===== config.mk =====
export PLATFORM = sky130hd
export DESIGN_NAME = apr_merge
export DESIGN_NICKNAME = d
export VERILOG_FILES = /design/src/rtl/apr_pkg.sv /design/src/rtl/apr_merge.sv
export SDC_FILE = /design/constraint.sdc
export NUM_CORES = 1
export LEC_CHECK = 0
export BUFFER_PORTS_ARGS = -buffer_cell sky130_fd_sc_hd__buf_2
export CORE_UTILIZATION = 40
export CTS_BUF_LIST = sky130_fd_sc_hd__clkbuf_4 sky130_fd_sc_hd__clkbuf_8
export CTS_CLUSTER_DIAMETER = 80
export DETAILED_ROUTE_END_ITERATION = 7
export GPL_ROUTABILITY_DRIVEN = 1
export PLACE_DENSITY = 0.85
export SLEW_MARGIN = 20
export SYNTH_ARGS = -nofsm -noshare
export SYNTH_HDL_FRONTEND = slang
export SYNTH_SLANG_ARGS = --single-unit

===== constraint.sdc =====
create_clock -name clk -period 1.9 [get_ports clk]
set_input_delay 0.095 -clock clk [delete_from_list [all_inputs] [get_ports clk]]
set_output_delay 0.095 -clock clk [all_outputs]
set_load 0.01 [all_outputs]

===== src/rtl/apr_pkg.sv =====
// Shared constants and types for the accumulated pixel resolve block.
`default_nettype none
package apr_pkg;

  localparam int ACC_FRAC_BITS = 16;

  localparam int COORD_W = 12;
  localparam int SUM_W   = 32;
  localparam int PASS_W  = 16;
  localparam int DIV_W   = 17;
  localparam int CFG_W   = 13;
  localparam int OFF_W   = 26;
  localparam int CH_W    = 8;
  localparam int RHS_W   = 48;
  localparam int PROD_W  = CFG_W + COORD_W;
  localparam int IDX_W   = 3;

  localparam logic [15:0]    SCALE_SQ      = 16'd65025;
  localparam logic [CH_W-1:0] FULL_BYTE    = 8'd255;
  localparam logic [DIV_W-1:0] FINAL_DIVISOR = 17'd4;
  localparam logic [DIV_W-1:0] UNIT_DIVISOR  = 17'd1;
  localparam logic [COORD_W-1:0] BAR_ROWS  = 12'd3;
  localparam logic [CFG_W-1:0] RESET_WIDTH = 13'd640;

  // register map
  localparam logic [IDX_W-1:0] REG_INTERACTIVE = 3'd0;
  localparam logic [IDX_W-1:0] REG_PASSES      = 3'd1;
  localparam logic [IDX_W-1:0] REG_PROG_EN     = 3'd2;
  localparam logic [IDX_W-1:0] REG_PROG_COLS   = 3'd3;
  localparam logic [IDX_W-1:0] REG_WIDTH       = 3'd4;

  // root search steps, one per result bit
  localparam int STEPS = CH_W;

  typedef struct packed {
    logic [OFF_W-1:0] offset;
    logic             fin;
    logic             mark;
    logic             bar;
  } side_t;

endpackage
`default_nettype wire


===== src/rtl/apr_merge.sv =====
// Output stage: applies finalize marking and progress bar, holds the beat.
`default_nettype none
module apr_merge (
  input  wire logic                       clk,
  input  wire logic                       rst,
  input  wire logic                       adv,
  input  wire logic                       in_valid,
  input  wire apr_pkg::side_t             side,
  input  wire logic [apr_pkg::CH_W-1:0]   red_k,
  input  wire logic [apr_pkg::CH_W-1:0]   green_k,
  input  wire logic [apr_pkg::CH_W-1:0]   blue_k,
  output logic                            m_tvalid,
  output logic [55:0]                     m_tdata,
  output logic [0:0]                      m_tuser
);

  logic [apr_pkg::CH_W-1:0] rb, gb, bb;

  always_comb begin
    rb = red_k;
    gb = green_k;
    bb = blue_k;
    if (side.mark) begin
      rb = '0;
      gb = apr_pkg::FULL_BYTE;
      bb = '0;
    end
    if (side.bar) begin
      rb = apr_pkg::FULL_BYTE;
      gb = '0;
      bb = '0;
    end
  end

  always_ff @(posedge clk) begin
    if (rst) begin
      m_tvalid <= 1'b0;
    end else if (adv) begin
      m_tvalid <= in_valid;
    end
    if (adv) begin
      m_tdata <= {6'd0, rb, gb, bb, side.offset};
      m_tuser <= side.fin;
    end
  end

endmodule
`default_nettype wire


==> reports/results.ini <==
[setup_path]
cp.arrival_ns=0.88
end_kind=output port
worstSetupStartpointType=flop
max_stage_delay_ns=0.41
cp_cell_sequence=buf_2
crit_type=reg -> out
slowest_stage=edfxtp_1
cp_max_fo=1
required_ns=1.80
cp_top_family=flip-flops
crit_buf_inv=1

[global_routing]
grt_max_degree=23
globalRoute.totalOverflow=0
antenna_found_initial=0
grt_pass1_vias=1371
grt_pass1_wl_um=6900
grt_usage_pct=19.27

[clock_network]
cts_tree=yes
cts_made_buffers=5
cts_root_buffer=clkbuf_8
clkLatencyLatePin_ns=0.31
cts.clk_slew.worst_paths_ns=0.09
cts_sinks=52
clock_path_buffers=2
cts_max_level=2

[synth]
syn-cell-area_um2=1857
ys_seq_elements=52
yosysSeqAreaShare_pct=83.56
yosysWarningCount=0
postSynthCellCount=98
ys_types=13
avgSynthCellArea_um2=18.95

[sta]
setup_tns_ns=0
tightest_slew_ns=0.5042
min_period_ns=0.9721
setup_violations=0
final-max-slew-violation-count=0
fin_worst_skew_ns=0
hold_viol_final=0
fmax_mhz=1029
post-route-period-util_pct=51.16
rsz0062_at_grt=no
slew_headroom_pct=66.39

[power]
power_density_nw_per_um2=830.7
p_leak_nw=1.245
ir_drop_mv=0.3161

[routing]
drc=0
viasPerCell=4.672
wl_um=4610
ant_nets=0
vias=1369
detail_route.wl_per_cell_um=15.73
first_iter_violations=120
first_pass_iters=4

[die]
core_um2=4414
fp.dieH_um=70.13
die_w_um=70.13
top_level_ports=115
rows=24
dieArea_um2=4918
initial_core_util_pct=42.06

[job]
cap_viol_max_count=0

[finish]
nFillCells=312
syn2layout_area_growth_pct=50.20
final_cell_mix=buf_2 (108), edfxtp_1 (51), dlygate4sd3_1 (28), nor2_1 (17), and2_1 (8)
diodes=0
layout_commonest_cell=buf_2
drive_gt1_share_pct=51.87
stdcell_count=293
fin_nets=297

[place]
io_buffers=108
globalplace.congestion=0.7699
dp.cells=257
hpwl_um=2935

[outcome]
status=finished, final reports clean

[hold_path]
hp-class=in -> reg

-- kinds of logic (layout without fill, tap and decap cells) --
family	after synthesis	after routing	share of synthesized area (%)
DFF	52	52	83.56
and+or+nand+nor	26	26	7.210
buffers and inverters	10	148	4.919
AOI/OAI and AO/OA	8	8	3.571
other	1	6	0.2020
muxes	1	1	0.5391
-- report_power, final --
part / internal, W / total, W / switching (W)
combinational: 0.000157 / 0.000316 / 0.000159
sequential: 0.00136 / 0.00139 / 0.0000279
clock: 0.000270 / 0.000613 / 0.000343
total: 0.00179 / 0.00232 / 0.000530
-- state kept, by name (all words and copies together) (netlist names) --
signal	cells
m_tdata	50
m_tvalid	1
m_tuser	1
-- routing by layer --
metal / share of wire [%] / global-route usage [%]
met5: 0 / 0
met4: 2.8 / 8.667
met3: 8.7 / 6.205
met2: 53 / 35.47
met1: 35 / 19.67
-- stage by stage --
step	setup slack (ns)	utilization [%]	hold WS [ns]	instance area (um2)	total power [W]
floorplan	1.169	-	0.1674	1876	0.001520
global placement	0.8226	54.85	0.2543	2421	0.001666
detailed placement	0.8093	54.85	0.2709	2421	0.001676
CTS	0.9424	63.18	0.05825	2789	0.002308
global route	0.9065	63.18	0.05653	2789	0.002383
finish	0.9279	63.18	0.04759	2789	0.002317
-- final timing paths --
| check | startpoint | slack, ns | depth (start not counted) | to |
|---|---|---|---|---|
| worst min register to register | m_tvalid | 0.55 | 2 | m_tvalid |
| worst min-delay path | in_valid | 0.05 | 3 | m_tvalid |
| worst max register to register | m_tvalid | 1.29 | 2 | m_tvalid |
| worst max-delay path | m_tdata[17] | 0.93 | 1 | m_tdata[17] |
-- cells in the mapped netlist --
master / n / area share (%)
edfxtp_1: 51 / 82
nor2_1: 17 / 3.4
and2_1: 8 / 2.7
buf_4: 6 / 2.4
a21o_2: 5 / 2.4
a21o_1: 3 / 1.2
buf_6: 2 / 1.2
buf_8: 1 / 0.81
conb_1: 1 / 0.20
dfxtp_1: 1 / 1.1
inv_6: 1 / 0.47
mux2i_1: 1 / 0.54
nor2_8: 1 / 1.1
-- final cells by class --
| cell class | count | area (um2) | area share, % |
|---|---|---|---|
| clock buffer | 6 | 76.32 | 2.737 |
| clock inverter | 2 | 11.26 | 0.4038 |
| inverter | 1 | 8.758 | 0.3140 |
| multi-input combinational | 41 | 232.7 | 8.345 |
| sequential | 52 | 1551 | 55.63 |
| tap | 52 | 65.06 | 2.333 |
| timing repair buffer | 139 | 843.3 | 30.24 |
-- timing repair --
action                    in CTS  in global routing
resized for setup              0                  0
buffers inserted               0                  0
hold endpoints to repair      28                  0
hold buffers                  28                  0
Note: power is estimated with default switching activity, not from simulation.
