## src/rtl/apr_pkg.sv

```systemverilog
// Shared constants and types for the accumulated pixel resolve block.
`default_nettype none
package apr_pkg;

  localparam int ACC_FRAC_BITS = 16;

  localparam int COORD_W = 12;
  localparam int SUM_W   = 32;
  localparam int PASS_W  = 16;
  localparam int DIV_W   = 17;
  localparam int CFG_W   = 13;
  localparam int OFF_W   = 26;
  localparam int CH_W    = 8;
  localparam int RHS_W   = 48;
  localparam int PROD_W  = CFG_W + COORD_W;
  localparam int IDX_W   = 3;

  localparam logic [15:0]    SCALE_SQ      = 16'd65025;
  localparam logic [CH_W-1:0] FULL_BYTE    = 8'd255;
  localparam logic [DIV_W-1:0] FINAL_DIVISOR = 17'd4;
  localparam logic [DIV_W-1:0] UNIT_DIVISOR  = 17'd1;
  localparam logic [COORD_W-1:0] BAR_ROWS  = 12'd3;
  localparam logic [CFG_W-1:0] RESET_WIDTH = 13'd640;

  // register map
  localparam logic [IDX_W-1:0] REG_INTERACTIVE = 3'd0;
  localparam logic [IDX_W-1:0] REG_PASSES      = 3'd1;
  localparam logic [IDX_W-1:0] REG_PROG_EN     = 3'd2;
  localparam logic [IDX_W-1:0] REG_PROG_COLS   = 3'd3;
  localparam logic [IDX_W-1:0] REG_WIDTH       = 3'd4;

  // root search steps, one per result bit
  localparam int STEPS = CH_W;

  typedef struct packed {
    logic [OFF_W-1:0] offset;
    logic             fin;
    logic             mark;
    logic             bar;
  } side_t;

endpackage
`default_nettype wire

```

## src/rtl/apr_lane.sv

```systemverilog
// One color channel: scaled sum, then a bit-per-stage integer root search.
`default_nettype none
module apr_lane #(
  parameter int ACC_FRAC_BITS = apr_pkg::ACC_FRAC_BITS
) (
  input  wire logic                         clk,
  input  wire logic                         en,
  input  wire logic [apr_pkg::SUM_W-1:0]    sum,
  input  wire logic [apr_pkg::DIV_W-1:0]    div,
  output logic      [apr_pkg::CH_W-1:0]     kout
);

  localparam int W  = apr_pkg::RHS_W;
  localparam int N  = apr_pkg::STEPS;

  // per-stage state: k, D*k, D*k*k, limit, D
  logic [apr_pkg::CH_W-1:0]  k   [N+1];
  logic [W-1:0]              q   [N+1];
  logic [W-1:0]              p   [N+1];
  logic [W-1:0]              lim [N+1];
  logic [apr_pkg::DIV_W-1:0] d   [N+1];

  logic [W-1:0] rhs;
  assign rhs = W'(sum) * W'(apr_pkg::SCALE_SQ);

  // k*k*D*2^F <= rhs  <=>  k*k*D <= rhs >> F
  always_ff @(posedge clk) begin
    if (en) begin
      lim[0] <= rhs >> ACC_FRAC_BITS;
      d[0]   <= div;
      k[0]   <= '0;
      q[0]   <= '0;
      p[0]   <= '0;
    end
  end

  for (genvar j = 0; j < N; j++) begin : g_step
    localparam int B = N - 1 - j;
    logic [W-1:0] trial;
    logic         take;
    // (k+2^B)^2*D = k^2*D + (D*k)<<(B+1) + D<<(2B)
    assign trial = p[j] + (q[j] << (B + 1)) + (W'(d[j]) << (2 * B));
    assign take  = trial <= lim[j];
    always_ff @(posedge clk) begin
      if (en) begin
        lim[j+1] <= lim[j];
        d[j+1]   <= d[j];
        if (take) begin
          k[j+1] <= k[j] | apr_pkg::CH_W'(1 << B);
          q[j+1] <= q[j] + (W'(d[j]) << B);
          p[j+1] <= trial;
        end else begin
          k[j+1] <= k[j];
          q[j+1] <= q[j];
          p[j+1] <= p[j];
        end
      end
    end
  end

  assign kout = k[N];

endmodule
`default_nettype wire

```

## config.mk

```make
export PLATFORM = sky130hd
export DESIGN_NAME = apr_lane
export DESIGN_NICKNAME = d
export VERILOG_FILES = /design/src/rtl/apr_pkg.sv /design/src/rtl/apr_lane.sv
export SDC_FILE = /design/constraint.sdc
export NUM_CORES = 2
export LEC_CHECK = 0
export ABC_AREA = 1
export ABC_CLOCK_PERIOD_IN_PS = 9100
export BUFFER_PORTS_ARGS = -buffer_cell sky130_fd_sc_hd__buf_2
export CAP_MARGIN = 5
export CORE_MARGIN = 2
export CORE_UTILIZATION = 30
export DETAILED_ROUTE_END_ITERATION = 10
export PLACE_DENSITY_LB_ADDON = 0.25
export SYNTH_ARGS = -nofsm -noshare
export SYNTH_HDL_FRONTEND = slang
export SYNTH_SLANG_ARGS = --single-unit
```

## constraint.sdc

```tcl
create_clock -name clk -period 9.1 [get_ports clk]
set_input_delay 0.91 -clock clk [delete_from_list [all_inputs] [get_ports clk]]
set_output_delay 0.91 -clock clk [all_outputs]
set_load 0.01 [all_outputs]
```

==> key figures <==
Worst setup path
  • WP data required: 9.53 ns
  • Worst Path Buf+Inv: 4
  • Crit path max fanout: 38
  • CP max stage delay: 0.57 ns
  • Worst path arrival time: 6.80 ns
  • Setup crit end kind: flop
  • Family with the most delay on the worst path: simple AND/OR/NAND/NOR gates
  • Worst path slowest cell: fa_1
  • Most frequent cell on the critical path: nand2_1
  • Kind of critical path: flop to flop
  • CP startpoint kind: flop

Synth
  • Mapped cell area: 0.0574 sq mm
  • Async SR Flop Fraction: 0%
  • Yosys top cell area share: 39.5%
  • Dominant cell type by area after synthesis: edfxtp_1
  • Synth Net Count: 7267
  • EDFF count, synth: 754
  • Synthesis warning total: 0
  • Syn avg cell area: 9.08 sq um
  • Synth top area cells: edfxtp_1 39%, ha_1 15%, nand2_1 11%
  • Register area share after synthesis: 39.5%
  • Yosys cell types: 59
  • Top FF cell, synth: edfxtp_1
  • Synthesized flop and latch total: 754
  • Synth Instances: 6313

Placed design
  • Port bufs: 58
  • Placer congestion estimate: 0.933
  • Detail Placement HPWL: 138000 um

Clock network
  • Num CTS Buffers: 86
  • Postcts setup bufs: 0
  • Clock transition at path regs: 0.07 ns
  • CTS HTree Levels: 3
  • Clk sink count: 754
  • Cts hold-fix bufs: 0
  • Root Buffer: clkbuf_16
  • Deepest clock path buffer count: 3
  • Later-pin clock latency in the skew report: 0.71 ns
  • CTS tree: built
  • PostCTS Resize Cnt: 0

Outcome
  • Outcome: finished clean

STA
  • Final Hold Violating Endpoints: 0
  • Fin crit period: 6.37 ns
  • Slew margin rel.: 30.0%
  • Slew Limit Fails: 0
  • Setup violators final: 0
  • Highest clock rate: 157 MHz
  • Clk_skew: 0.0213 ns
  • RSZ-0062 raised after global routing: no
  • Setup tns final: 0 ns
  • Tightest Pin Transition: 1.05 ns
  • Period utilization: 70.0%

Routing
  • Starting DRC count in detailed routing: 2579
  • DRT antenna net count: 0
  • Vias post-DR: 43100
  • Post-DR wirelength/cell: 18.7 um
  • DRC viols: 0
  • Routed WL: 167000 um
  • 1st-pass router iterations: 6
  • Via density: 4.80

Finish
  • Antenna Cells: 0
  • Final nets: 7336
  • Post-layout util: 33.4%
  • Share of layout cells above drive strength 1: 4.29%
  • Commonest non-fill, non-tap cell in the layout: nand2_1
  • Synthesis-to-finish area growth: 10.7%
  • Commonest cells after routing, fill and taps aside: 1623 x nand2_1, 819 x inv_1, 754 x edfxtp_1, 667 x ha_1, 409 x nor2_1

GRT
  • First-pass GRT wire length: 258000 um
  • Total overflow reported by the global router: 0
  • Antenna violations before repair: 0
  • Largest net degree at the start of global routing: 189
  • Gr usage total: 17.2%
  • Number of global-route vias before repair: 44800

Floorplanning
  • Initial Utilization: 30.2%
  • Die height: 441 um
  • CORE AREA: 0.190 sq mm
  • Die W: 441 um
  • Full die area: 0.195 sq mm
  • I/O pin cnt: 59
  • Rows: 160

Run
  • Maxcap violations: 0

Hold path
  • Hold Path Class: input port to flop
## state kept, by name, summed over array words and instances (netlist names)
signal  cells
q         154
k          36
lim       256
p         172
d         136
## Yosys cell counts (4+ instances only)
| cell type | instances |
|---|---|
| a211oi_1 | 5 |
| a21boi_0 | 7 |
| a21o_1 | 35 |
| a21oi_1 | 398 |
| a31oi_1 | 44 |
| and2_1 | 6 |
| and3_1 | 7 |
| buf_1 | 16 |
| buf_2 | 27 |
| buf_4 | 11 |
| buf_6 | 10 |
| clkbuf_1 | 43 |
| edfxtp_1 | 754 |
| fa_1 | 236 |
| ha_1 | 667 |
| inv_1 | 819 |
| inv_2 | 11 |
| nand2_1 | 1623 |
| nand2_2 | 5 |
| nand3_1 | 384 |
| nand3_2 | 6 |
| nand3b_1 | 11 |
| nand4_1 | 107 |
| nor2_1 | 409 |
| nor2_2 | 10 |
| nor3_1 | 41 |
| nor4_1 | 26 |
| o211ai_1 | 12 |
| o21a_1 | 24 |
| o21ai_0 | 172 |
| o21bai_1 | 34 |
| o221ai_1 | 4 |
| o22ai_1 | 5 |
| or2_2 | 11 |
| xnor2_1 | 105 |
| xor2_1 | 194 |
## layer usage
metal	share of wire [%]	vias up	GRT usage (%)	wire length (um)
li1	-	21400	-	-
met3	2.9	280	1.92	4930
met2	50	762	30.6	83100
met4	3.9	0	6.36	6590
met1	43	20600	21.4	72700
met5	0	-	0	0
## final timing paths
check                  endpoint             startpoint  slack, ns  cells past startpoint
max reg2reg  p[6][15]$_DFFE_PP_      q[5][4]$_DFFE_PP_       2.73                     27
min           d[0][1]$_DFFE_PP_                 div[1]       0.37                      1
min reg2reg   k[3][6]$_DFFE_PP_  k[2][6]$_SDFFCE_PN1P_       0.41                      0
max          p[6][15]$_DFFE_PP_      q[5][4]$_DFFE_PP_       2.73                     27
## per-stage QoR
stage | std cells | area, sq um | worst slack (ns) | hold slack [ns]
finish | 8966 | 63500 | 2.73 | 0.375
global placement | 8805 | 60500 | 2.29 | 0.401
floorplan | 6313 | 57400 | 3.44 | 0.400
detailed placement | 8805 | 60500 | 2.36 | 0.405
CTS | 8966 | 63500 | 2.52 | 0.315
global route | 8966 | 63500 | 2.30 | 0.329
## kinds of logic after synthesis
group	after synthesis	synth area share (%)
and+or+nand+nor	2659	19.4
buffers and inverters	937	6.39
adders and majority gates	903	22.8
AOI/OAI and AO/OA	761	7.41
DFF	754	39.5
xor gates and xnor gates	299	4.57
## area by class of cell
cell class / instances / area (sq um)
sequential: 754 / 22600
tap: 2511 / 3140
fill: 19500 / 127000
inverter: 830 / 3120
clock inverter: 58 / 679
clock buffer: 103 / 2260
timing repair buffer: 88 / 576
multi-input combinational: 4622 / 31000
Power is left out: the tool's default activity adds up to more than one toggle a clock period on the data nets, which glitch-free logic cannot reach.
